--- config.mk ---
export PLATFORM = sky130hd
export DESIGN_NAME = sprite_blit_clip_colorkey_unit
export DESIGN_NICKNAME = d
export VERILOG_FILES = /design/src/hw/rtl/sbcc_pkg.sv /design/src/hw/rtl/sprite_blit_clip_colorkey_unit.sv
export SDC_FILE = /design/constraint.sdc
export NUM_CORES = 1
export LEC_CHECK = 0
export ABC_AREA = 1
export BUFFER_PORTS_ARGS = -buffer_cell sky130_fd_sc_hd__buf_2
export CORE_AREA = 2 2 143 179
export CTS_BUF_LIST = sky130_fd_sc_hd__clkbuf_16
export CTS_CLUSTER_DIAMETER = 200
export CTS_CLUSTER_SIZE = 20
export DETAILED_ROUTE_END_ITERATION = 16
export DIE_AREA = 0 0 145 181
export PLACE_DENSITY = 0.79
export SLEW_MARGIN = 20
export SYNTH_ARGS = -nofsm -noshare
export SYNTH_HDL_FRONTEND = slang
export SYNTH_SLANG_ARGS = --single-unit
--- constraint.sdc ---
create_clock -name clk -period 7.94 [get_ports clk]
set_clock_uncertainty 0.15 [all_clocks]
set_input_delay 0.397 -clock clk [delete_from_list [all_inputs] [get_ports clk]]
set_output_delay 0.397 -clock clk [all_outputs]
set_load 0.03 [all_outputs]
--- src/hw/rtl/sbcc_pkg.sv ---
// Shared constants of the sprite blitter with clipping and colour key.
`default_nettype none

package sbcc_pkg;

    // Fixed field widths
    localparam int CFG_DIM_W  = 11;
    localparam int CFG_ORG_W  = 16;
    localparam int CFG_DATA_W = 16;
    localparam int CFG_IDX_W  = 3;
    localparam int TEXEL_W    = 32;
    localparam int ADDR_W     = 22;
    localparam int ROW_W      = 10;

    // Configuration register indexes
    localparam logic [CFG_IDX_W-1:0] CFG_DEST_WIDTH   = 3'd0;
    localparam logic [CFG_IDX_W-1:0] CFG_DEST_HEIGHT  = 3'd1;
    localparam logic [CFG_IDX_W-1:0] CFG_PIXEL_MODE   = 3'd2;
    localparam logic [CFG_IDX_W-1:0] CFG_ORIGIN_X     = 3'd3;
    localparam logic [CFG_IDX_W-1:0] CFG_ORIGIN_Y     = 3'd4;
    localparam logic [CFG_IDX_W-1:0] CFG_SPRITE_WIDTH = 3'd5;

    // Register reset values
    localparam logic [CFG_DIM_W-1:0] DEST_WIDTH_RST   = 11'd320;
    localparam logic [CFG_DIM_W-1:0] DEST_HEIGHT_RST  = 11'd240;
    localparam logic [CFG_DIM_W-1:0] SPRITE_WIDTH_RST = 11'd16;

    // Pixel format codes
    localparam logic MODE_1BPP = 1'b0;
    localparam logic MODE_4BPP = 1'b1;

    // Colour key: one-byte texels above this value are transparent
    localparam logic [7:0] KEY_LIMIT = 8'd64;
    // Byte that carries alpha in four-byte mode
    localparam int ALPHA_BYTE = 3;

endpackage

`default_nettype wire

--- src/hw/rtl/sprite_blit_clip_colorkey_unit.sv ---
// Sprite blitter: clips and colour-keys a texel stream into frame buffer writes.
//
// Texels of one sprite enter on the in channel (in_valid/in_ready) in raster
// order, texel_value with last_texel on the final texel. Column and row
// counters place each texel at origin plus its position in the sprite. Texels
// that fall outside the destination, or that are transparent, give no item;
// every other texel gives one write_address/write_data item on the out channel
// (out_valid/out_ready).
// Throughput: one texel per cycle while out_ready stays high. A texel passes
// the input stage register, which holds the screen position, and then the
// output register, which takes the clip test, row multiply and address.
// Stalls: the output register holds a waiting item while out_ready is low; the
// input stage still takes one more texel, after which in_ready follows out_ready.
// Configuration: cfg_write with cfg_index and cfg_data writes one register;
// indexes 6 and 7 are ignored. Write only while no item is in flight.
// Reset: registers return to 320 x 240, one byte per pixel, origin 0, sprite
// width 16; both counters clear and both stages empty.
`default_nettype none

module sprite_blit_clip_colorkey_unit #(
    parameter int MAX_DEST_WIDTH   = 1024,
    parameter int MAX_DEST_HEIGHT  = 1024,
    parameter int MAX_SPRITE_WIDTH = 1024
) (
    input  wire logic                               clk,
    input  wire logic                               rst_n,
    input  wire logic                               cfg_write,
    input  wire logic [sbcc_pkg::CFG_IDX_W-1:0]     cfg_index,
    input  wire logic [sbcc_pkg::CFG_DATA_W-1:0]    cfg_data,
    input  wire logic                               in_valid,
    output logic                                    in_ready,
    input  wire logic [sbcc_pkg::TEXEL_W-1:0]       texel_value,
    input  wire logic                               last_texel,
    output logic                                    out_valid,
    input  wire logic                               out_ready,
    output logic [sbcc_pkg::ADDR_W-1:0]             write_address,
    output logic [sbcc_pkg::TEXEL_W-1:0]            write_data
);

    localparam int DIM_W = sbcc_pkg::CFG_DIM_W;
    localparam int ORG_W = sbcc_pkg::CFG_ORG_W;
    localparam int COL_W = $clog2(MAX_SPRITE_WIDTH);
    localparam int SW_W  = $clog2(MAX_SPRITE_WIDTH + 1);
    localparam int SWC_W = (SW_W > DIM_W) ? SW_W : DIM_W;
    localparam int DW_W  = $clog2(MAX_DEST_WIDTH + 1);
    localparam int DWC_W = (DW_W > DIM_W) ? DW_W : DIM_W;
    localparam int DH_W  = $clog2(MAX_DEST_HEIGHT + 1);
    localparam int DHC_W = (DH_W > DIM_W) ? DH_W : DIM_W;
    localparam int XA_W  = (COL_W > ORG_W) ? COL_W : ORG_W;
    localparam int X_W   = XA_W + 1;
    localparam int YA_W  = (sbcc_pkg::ROW_W > ORG_W) ? sbcc_pkg::ROW_W : ORG_W;
    localparam int Y_W   = YA_W + 1;
    localparam int XC_W  = (X_W > DW_W) ? X_W : DW_W;
    localparam int YC_W  = (Y_W > DH_W) ? Y_W : DH_W;
    localparam int P_W   = DW_W + DH_W + 1;
    localparam int PA_W  = P_W + 2;
    localparam int A_W   = (PA_W > sbcc_pkg::ADDR_W) ? PA_W : sbcc_pkg::ADDR_W;

    // Configuration registers
    logic [DIM_W-1:0] dest_width_reg;
    logic [DIM_W-1:0] dest_height_reg;
    logic             pixel_mode_reg;
    logic [ORG_W-1:0] origin_x_reg;
    logic [ORG_W-1:0] origin_y_reg;
    logic [DIM_W-1:0] sprite_width_reg;

    // Sprite position counters
    logic [COL_W-1:0]           column_count_reg;
    logic [COL_W-1:0]           column_count_next;
    logic [sbcc_pkg::ROW_W-1:0] row_count_reg;
    logic [sbcc_pkg::ROW_W-1:0] row_count_next;

    // Input stage
    logic                         s1_valid_reg;
    logic [sbcc_pkg::TEXEL_W-1:0] s1_texel_reg;
    logic [X_W-1:0]               s1_x_reg;
    logic [Y_W-1:0]               s1_y_reg;
    logic [X_W-1:0]               x_next;
    logic [Y_W-1:0]               y_next;

    // Output register
    logic                         out_valid_reg;
    logic                         out_valid_next;
    logic [sbcc_pkg::ADDR_W-1:0]  write_address_reg;
    logic [sbcc_pkg::ADDR_W-1:0]  write_address_next;
    logic [sbcc_pkg::TEXEL_W-1:0] write_data_reg;
    logic [sbcc_pkg::TEXEL_W-1:0] write_data_next;

    logic             accept;
    logic             s1_adv;
    logic [SWC_W-1:0] sw_ext;
    logic [SWC_W-1:0] sw_clamp;
    logic [SWC_W-1:0] sw_eff;
    logic [SWC_W-1:0] col_inc;
    logic             col_wrap;
    logic [DWC_W-1:0] dw_ext;
    logic [DW_W-1:0]  dw;
    logic [DHC_W-1:0] dh_ext;
    logic [DH_W-1:0]  dh;
    logic             on_screen;
    logic             clear;
    logic [DW_W-1:0]  x_idx;
    logic [DH_W-1:0]  y_idx;
    logic [A_W-1:0]   pix_idx;

    // ---------------------------------------------------------------- config
    always_ff @(posedge clk or negedge rst_n)
    begin
        if (!rst_n)
        begin
            dest_width_reg   <= sbcc_pkg::DEST_WIDTH_RST;
            dest_height_reg  <= sbcc_pkg::DEST_HEIGHT_RST;
            pixel_mode_reg   <= sbcc_pkg::MODE_1BPP;
            origin_x_reg     <= '0;
            origin_y_reg     <= '0;
            sprite_width_reg <= sbcc_pkg::SPRITE_WIDTH_RST;
        end
        else if (cfg_write)
        begin
            unique case (cfg_index)
                sbcc_pkg::CFG_DEST_WIDTH:   dest_width_reg   <= cfg_data[DIM_W-1:0];
                sbcc_pkg::CFG_DEST_HEIGHT:  dest_height_reg  <= cfg_data[DIM_W-1:0];
                sbcc_pkg::CFG_PIXEL_MODE:   pixel_mode_reg   <= cfg_data[0];
                sbcc_pkg::CFG_ORIGIN_X:     origin_x_reg     <= cfg_data[ORG_W-1:0];
                sbcc_pkg::CFG_ORIGIN_Y:     origin_y_reg     <= cfg_data[ORG_W-1:0];
                sbcc_pkg::CFG_SPRITE_WIDTH: sprite_width_reg <= cfg_data[DIM_W-1:0];
                default:
                begin
                end
            endcase
        end
    end

    // ------------------------------------------------------------- handshake
    assign s1_adv   = !out_valid_reg || out_ready;
    assign in_ready = !s1_valid_reg || s1_adv;
    assign accept   = in_valid && in_ready;

    // -------------------------------------------------------------- counters
    always_comb
    begin
        // Saturate to the build limit; a zero width acts as one
        sw_ext   = SWC_W'(sprite_width_reg);
        sw_clamp = (sw_ext > SWC_W'(MAX_SPRITE_WIDTH)) ? SWC_W'(MAX_SPRITE_WIDTH) : sw_ext;
        sw_eff   = (sw_clamp == '0) ? SWC_W'(1) : sw_clamp;
        col_inc  = SWC_W'(column_count_reg) + SWC_W'(1);
        col_wrap = col_inc >= sw_eff;

        column_count_next = column_count_reg;
        row_count_next    = row_count_reg;
        if (accept)
        begin
            if (last_texel)
            begin
                column_count_next = '0;
                row_count_next    = '0;
            end
            else if (col_wrap)
            begin
                column_count_next = '0;
                row_count_next    = row_count_reg + 1'b1;
            end
            else
            begin
                column_count_next = COL_W'(col_inc);
            end
        end

        x_next = X_W'($signed(origin_x_reg)) + X_W'(column_count_reg);
        y_next = Y_W'($signed(origin_y_reg)) + Y_W'(row_count_reg);
    end

    always_ff @(posedge clk or negedge rst_n)
    begin
        if (!rst_n)
        begin
            column_count_reg <= '0;
            row_count_reg    <= '0;
        end
        else
        begin
            column_count_reg <= column_count_next;
            row_count_reg    <= row_count_next;
        end
    end

    // ----------------------------------------------------------- input stage
    always_ff @(posedge clk or negedge rst_n)
    begin
        if (!rst_n)
        begin
            s1_valid_reg <= 1'b0;
        end
        else if (in_ready)
        begin
            s1_valid_reg <= in_valid;
        end
    end

    always_ff @(posedge clk)
    begin
        if (accept)
        begin
            s1_texel_reg <= texel_value;
            s1_x_reg     <= x_next;
            s1_y_reg     <= y_next;
        end
    end

    // ---------------------------------------------- clip, key and address
    always_comb
    begin
        dw_ext = DWC_W'(dest_width_reg);
        dw     = DW_W'((dw_ext > DWC_W'(MAX_DEST_WIDTH)) ? DWC_W'(MAX_DEST_WIDTH) : dw_ext);
        dh_ext = DHC_W'(dest_height_reg);
        dh     = DH_W'((dh_ext > DHC_W'(MAX_DEST_HEIGHT)) ? DHC_W'(MAX_DEST_HEIGHT) : dh_ext);

        // A negative position has its top bit set and so compares above any size
        on_screen = (XC_W'(s1_x_reg) < XC_W'(dw)) && (YC_W'(s1_y_reg) < YC_W'(dh));

        if (pixel_mode_reg == sbcc_pkg::MODE_4BPP)
            clear = s1_texel_reg[8*sbcc_pkg::ALPHA_BYTE +: 8] == 8'd0;
        else
            clear = s1_texel_reg[7:0] > sbcc_pkg::KEY_LIMIT;

        x_idx   = DW_W'(s1_x_reg);
        y_idx   = DH_W'(s1_y_reg);
        pix_idx = A_W'(y_idx) * A_W'(dw) + A_W'(x_idx);

        if (pixel_mode_reg == sbcc_pkg::MODE_4BPP)
        begin
            write_address_next = sbcc_pkg::ADDR_W'(pix_idx << 2);
            write_data_next    = s1_texel_reg;
        end
        else
        begin
            write_address_next = sbcc_pkg::ADDR_W'(pix_idx);
            write_data_next    = {{(sbcc_pkg::TEXEL_W-8){1'b0}}, s1_texel_reg[7:0]};
        end

        out_valid_next = s1_valid_reg && on_screen && !clear;
    end

    // ------------------------------------------------------- output register
    always_ff @(posedge clk or negedge rst_n)
    begin
        if (!rst_n)
        begin
            out_valid_reg <= 1'b0;
        end
        else if (s1_adv)
        begin
            out_valid_reg <= out_valid_next;
        end
    end

    always_ff @(posedge clk)
    begin
        if (s1_adv && out_valid_next)
        begin
            write_address_reg <= write_address_next;
            write_data_reg    <= write_data_next;
        end
    end

    assign out_valid     = out_valid_reg;
    assign write_address = write_address_reg;
    assign write_data    = write_data_reg;

    // ------------------------------------------------------------ assertions
    a_ready_when_empty: assert property (@(posedge clk) disable iff (!rst_n)
        (!s1_valid_reg && !out_valid_reg) |-> in_ready)
        else $error("in_ready low with both stages empty");

    a_s1_holds: assert property (@(posedge clk) disable iff (!rst_n)
        (s1_valid_reg && !s1_adv) |=> (s1_valid_reg && $stable(s1_x_reg) && $stable(s1_y_reg)))
        else $error("input stage item lost during stall");

    a_last_clears: assert property (@(posedge clk) disable iff (!rst_n)
        (accept && last_texel) |=> (column_count_reg == '0 && row_count_reg == '0))
        else $error("counters not cleared after last texel");

    a_col_advance: assert property (@(posedge clk) disable iff (!rst_n)
        (accept && !last_texel && !col_wrap)
        |=> (column_count_reg == COL_W'($past(column_count_reg) + 1'b1)
             && $stable(row_count_reg)))
        else $error("column counter failed to advance");

endmodule

`default_nettype wire

==> flow_summary.ini <==
[worst_setup_path]
worst_r2r_path_depth = 25
crit_type = register to register
cp-start-kind = register
critPathMaxFanout = 13
end_kind = register
worstReg2RegEnd = write_address[19]$_DFFE_PP_
cp.arrival_ps = 6110
r2r_slack_ps = 1920
cp.required_ps = 8030
rr_startpoint = dest_width_reg[10]$_DFFE_PN0P_

[floorplanning]
floorplan.initialDensity_pct = 58.4
core-area_sq_mm = 0.0244
rows = 64
fp.dieH_um = 181
fp.dieW_um = 145
num_io_pins = 113
die_area_sq_mm = 0.0262

[logic_synthesis]
synth_top_area_share_pct = 25.2
ys.flop_type = edfxtp_1
synth.distinct_cells = 47
ys_seq_area_share_pct = 40.7
synthTopCellsByArea = edfxtp_1 25%, dfrtp_1 14%, fa_1 13%
yosys_warnings = 0
synth-seq-cells = 208
syn_inst = 1577
synth.avg_cell_area_sq_um = 9.05
ys_async_sr_fraction_pct = 42.3
synth_nets = 1840
synth_edf_count = 120
synth_area_leader_cell = edfxtp_1
netlist_area_sq_mm = 0.0143

[sta]
slew_headroom_pct = 33.1
drv_slew = 0
max_freq_mhz = 166
tightestPinTransition_ps = 1000
setup_viol = 0
hold_viol = 0
tns_ps = 0
fin_crit_ps = 6020
rsz0062_at_grt = false
period_share_pct = 75.8
finalWorstSetupSlack_ps = 1920

[min_path]
min_path_type = primary input to register
min_to = origin_x_reg[15]$_DFFE_PN0P_
min_from = cfg_data[15]
min_path_cells = 3

[layout]
final_common_cell = nand2_1
layout_common_cells = 390 x nand2_1, 284 x inv_1, 120 x edfxtp_1
final_nets = 1971
seq_area_sq_mm = 0.00581
drive_gt1_share_pct = 9.32
syn2layout_area_growth_pct = 11.3
multi_input_area_sq_mm = 0.00727
fillers = 1937

[status]
status = finished, final reports clean

[global_route]
grt.total_usage_pct = 25.5
grt_max_degree = 75
grt_pass1_wl_um = 53800
overflow = 0
antenna_found_initial = 0
grt_pass1_vias = 11100

[clock_network]
clock-sinks = 208
cts_root_buffer = clkbuf_16
path_clk_slew_ps = 90
cts_buffers = 14
post_cts_resized = 0
cts_tree = built
clock_latency_ps = 490
cts_setup_buffers = 0
clockBufferDepth = 3
htree_levels = 1

[pwr]
cellLeakagePower_nw = 8.13
powerDensity_mw_per_mm2 = 300
ir_worst_vdd_mv = 0.224

[job]
drv_cap = 0

[detailed_routing]
viasPerCell = 5.31
drc = 0
routedWlPerCell_um = 16.0
drtPass1Iterations = 5
vias = 10900
initialDrtViolationCount = 630
ant_nets = 0
routed_wl_um = 32700

[placement]
routabilityCongestion = 0.954
place_hpwl_um = 24800
io_buffers = 112
dp_slack_ps = 2040
[what timing repair did]
| item | in CTS | in global routing |
|---|---|---|
| hold endpoints to repair | 60 | 0 |
| setup endpoints to repair | 0 | 0 |
| hold buffers | 33 | 0 |
[routing by layer]
metal / vias to the layer above / wire [um] / track usage (%)
li1: 5259 / - / -
met1: 5194 / 12500 / 29.6
met2: 341 / 17100 / 47.8
met3: 83 / 1810 / 3.33
met4: 0 / 1300 / 9.66
met5: - / 0 / 0
[final cells by class]
cell class | instances | area share [%]
well taps | 330 | 2.60
clock inverters | 9 | 0.291
inverters | 278 | 6.58
clock buffers | 15 | 2.36
repair buffers | 149 | 5.81
multi-input cells | 1057 | 45.7
diodes | 1 | 0.0158
flip-flops and latches | 208 | 36.6
[power breakdown]
| part | internal (mW) | switching, mW |
|---|---|---|
| sequential | 1.35 | 0.132 |
| combinational | 0.952 | 1.62 |
| clock | 0.346 | 0.368 |
[Yosys cell counts, types with 5 or more instances]
cell type  count
nand2_1      390
dfrtp_1       81
nand2_2        9
nand4_1        9
nand3b_1       5
ha_1         113
o21ai_0       98
xor2_1        33
xnor2_1       16
dfstp_2        7
nor4_1         6
fa_1          93
edfxtp_1     120
a21oi_1       39
nor2_1       117
o22ai_1        6
inv_1        276
clkbuf_1      25
a21o_1         6
nand3_1       71
nor3_1        10
[worst max path at each step]
| stage | from | endpoint | cells after the start |
|---|---|---|---|
| after floorplan | dest_width_reg[9]$_DFFE_PN0P_ | write_address[18]$_DFFE_PP_ | 21 |
| after detailed placement | dest_width_reg[10]$_DFFE_PN0P_ | write_address[17]$_DFFE_PP_ | 25 |
| after global placement | dest_width_reg[10]$_DFFE_PN0P_ | write_address[19]$_DFFE_PP_ | 25 |
| after CTS | dest_width_reg[10]$_DFFE_PN0P_ | write_address[17]$_DFFE_PP_ | 25 |
| after global routing | dest_width_reg[10]$_DFFE_PN0P_ | write_address[17]$_DFFE_PP_ | 25 |
| final | dest_width_reg[10]$_DFFE_PN0P_ | write_address[19]$_DFFE_PP_ | 25 |
[cells by family (layout without fill, tap and decap cells)]
group / after synthesis / after routing / share of synthesized area (%)
AND/OR/NAND/NOR: 626 / 626 / 18.0
buffers and inverters: 312 / 451 / 8.36
flip-flops: 208 / 208 / 40.7
adder cells (fa/ha/maj): 206 / 206 / 23.0
AO/OA/AOI/OAI: 173 / 173 / 6.75
XOR/XNOR: 49 / 49 / 3.01
multiplexers: 3 / 3 / 0.210
other: 0 / 1 / 0
[worst max-delay path: stages (launching register included)]
cell      delay, ps
dfrtp_1         630
inv_1           150
o21bai_4        250
nand2_1         270
inv_1           200
nand2_1         110
fa_1            440
fa_1            500
inv_1            60
fa_1            500
fa_1            540
inv_1            50
fa_1            520
inv_1            40
ha_1            350
nand2_1         100
inv_1            80
nand2_1          70
nor2_1          110
nand2_1          60
nand3_1         210
nand2_1         110
nand2_1          80
nand2_1          60
nand3_1          70
nand2_1          50
[per-stage QoR]
| stage | utilization [%] | hold slack (ps) | power, mW | cells | instance area, sq um |
|---|---|---|---|---|---|
| final | 65.1 | 36.4 | 4.77 | 2047 | 15900 |
| after global routing | 65.0 | 23.0 | 5.25 | 2046 | 15900 |
| after CTS | 65.0 | 22.2 | 4.77 | 2046 | 15900 |
| after detailed placement | 62.0 | 197 | 4.03 | 1989 | 15100 |
| after global placement | 62.0 | 189 | 3.94 | 1989 | 15100 |
| after floorplan | - | -48.6 | 3.42 | 1577 | 14300 |
No activity file was read; power rests on OpenSTA's default activity.
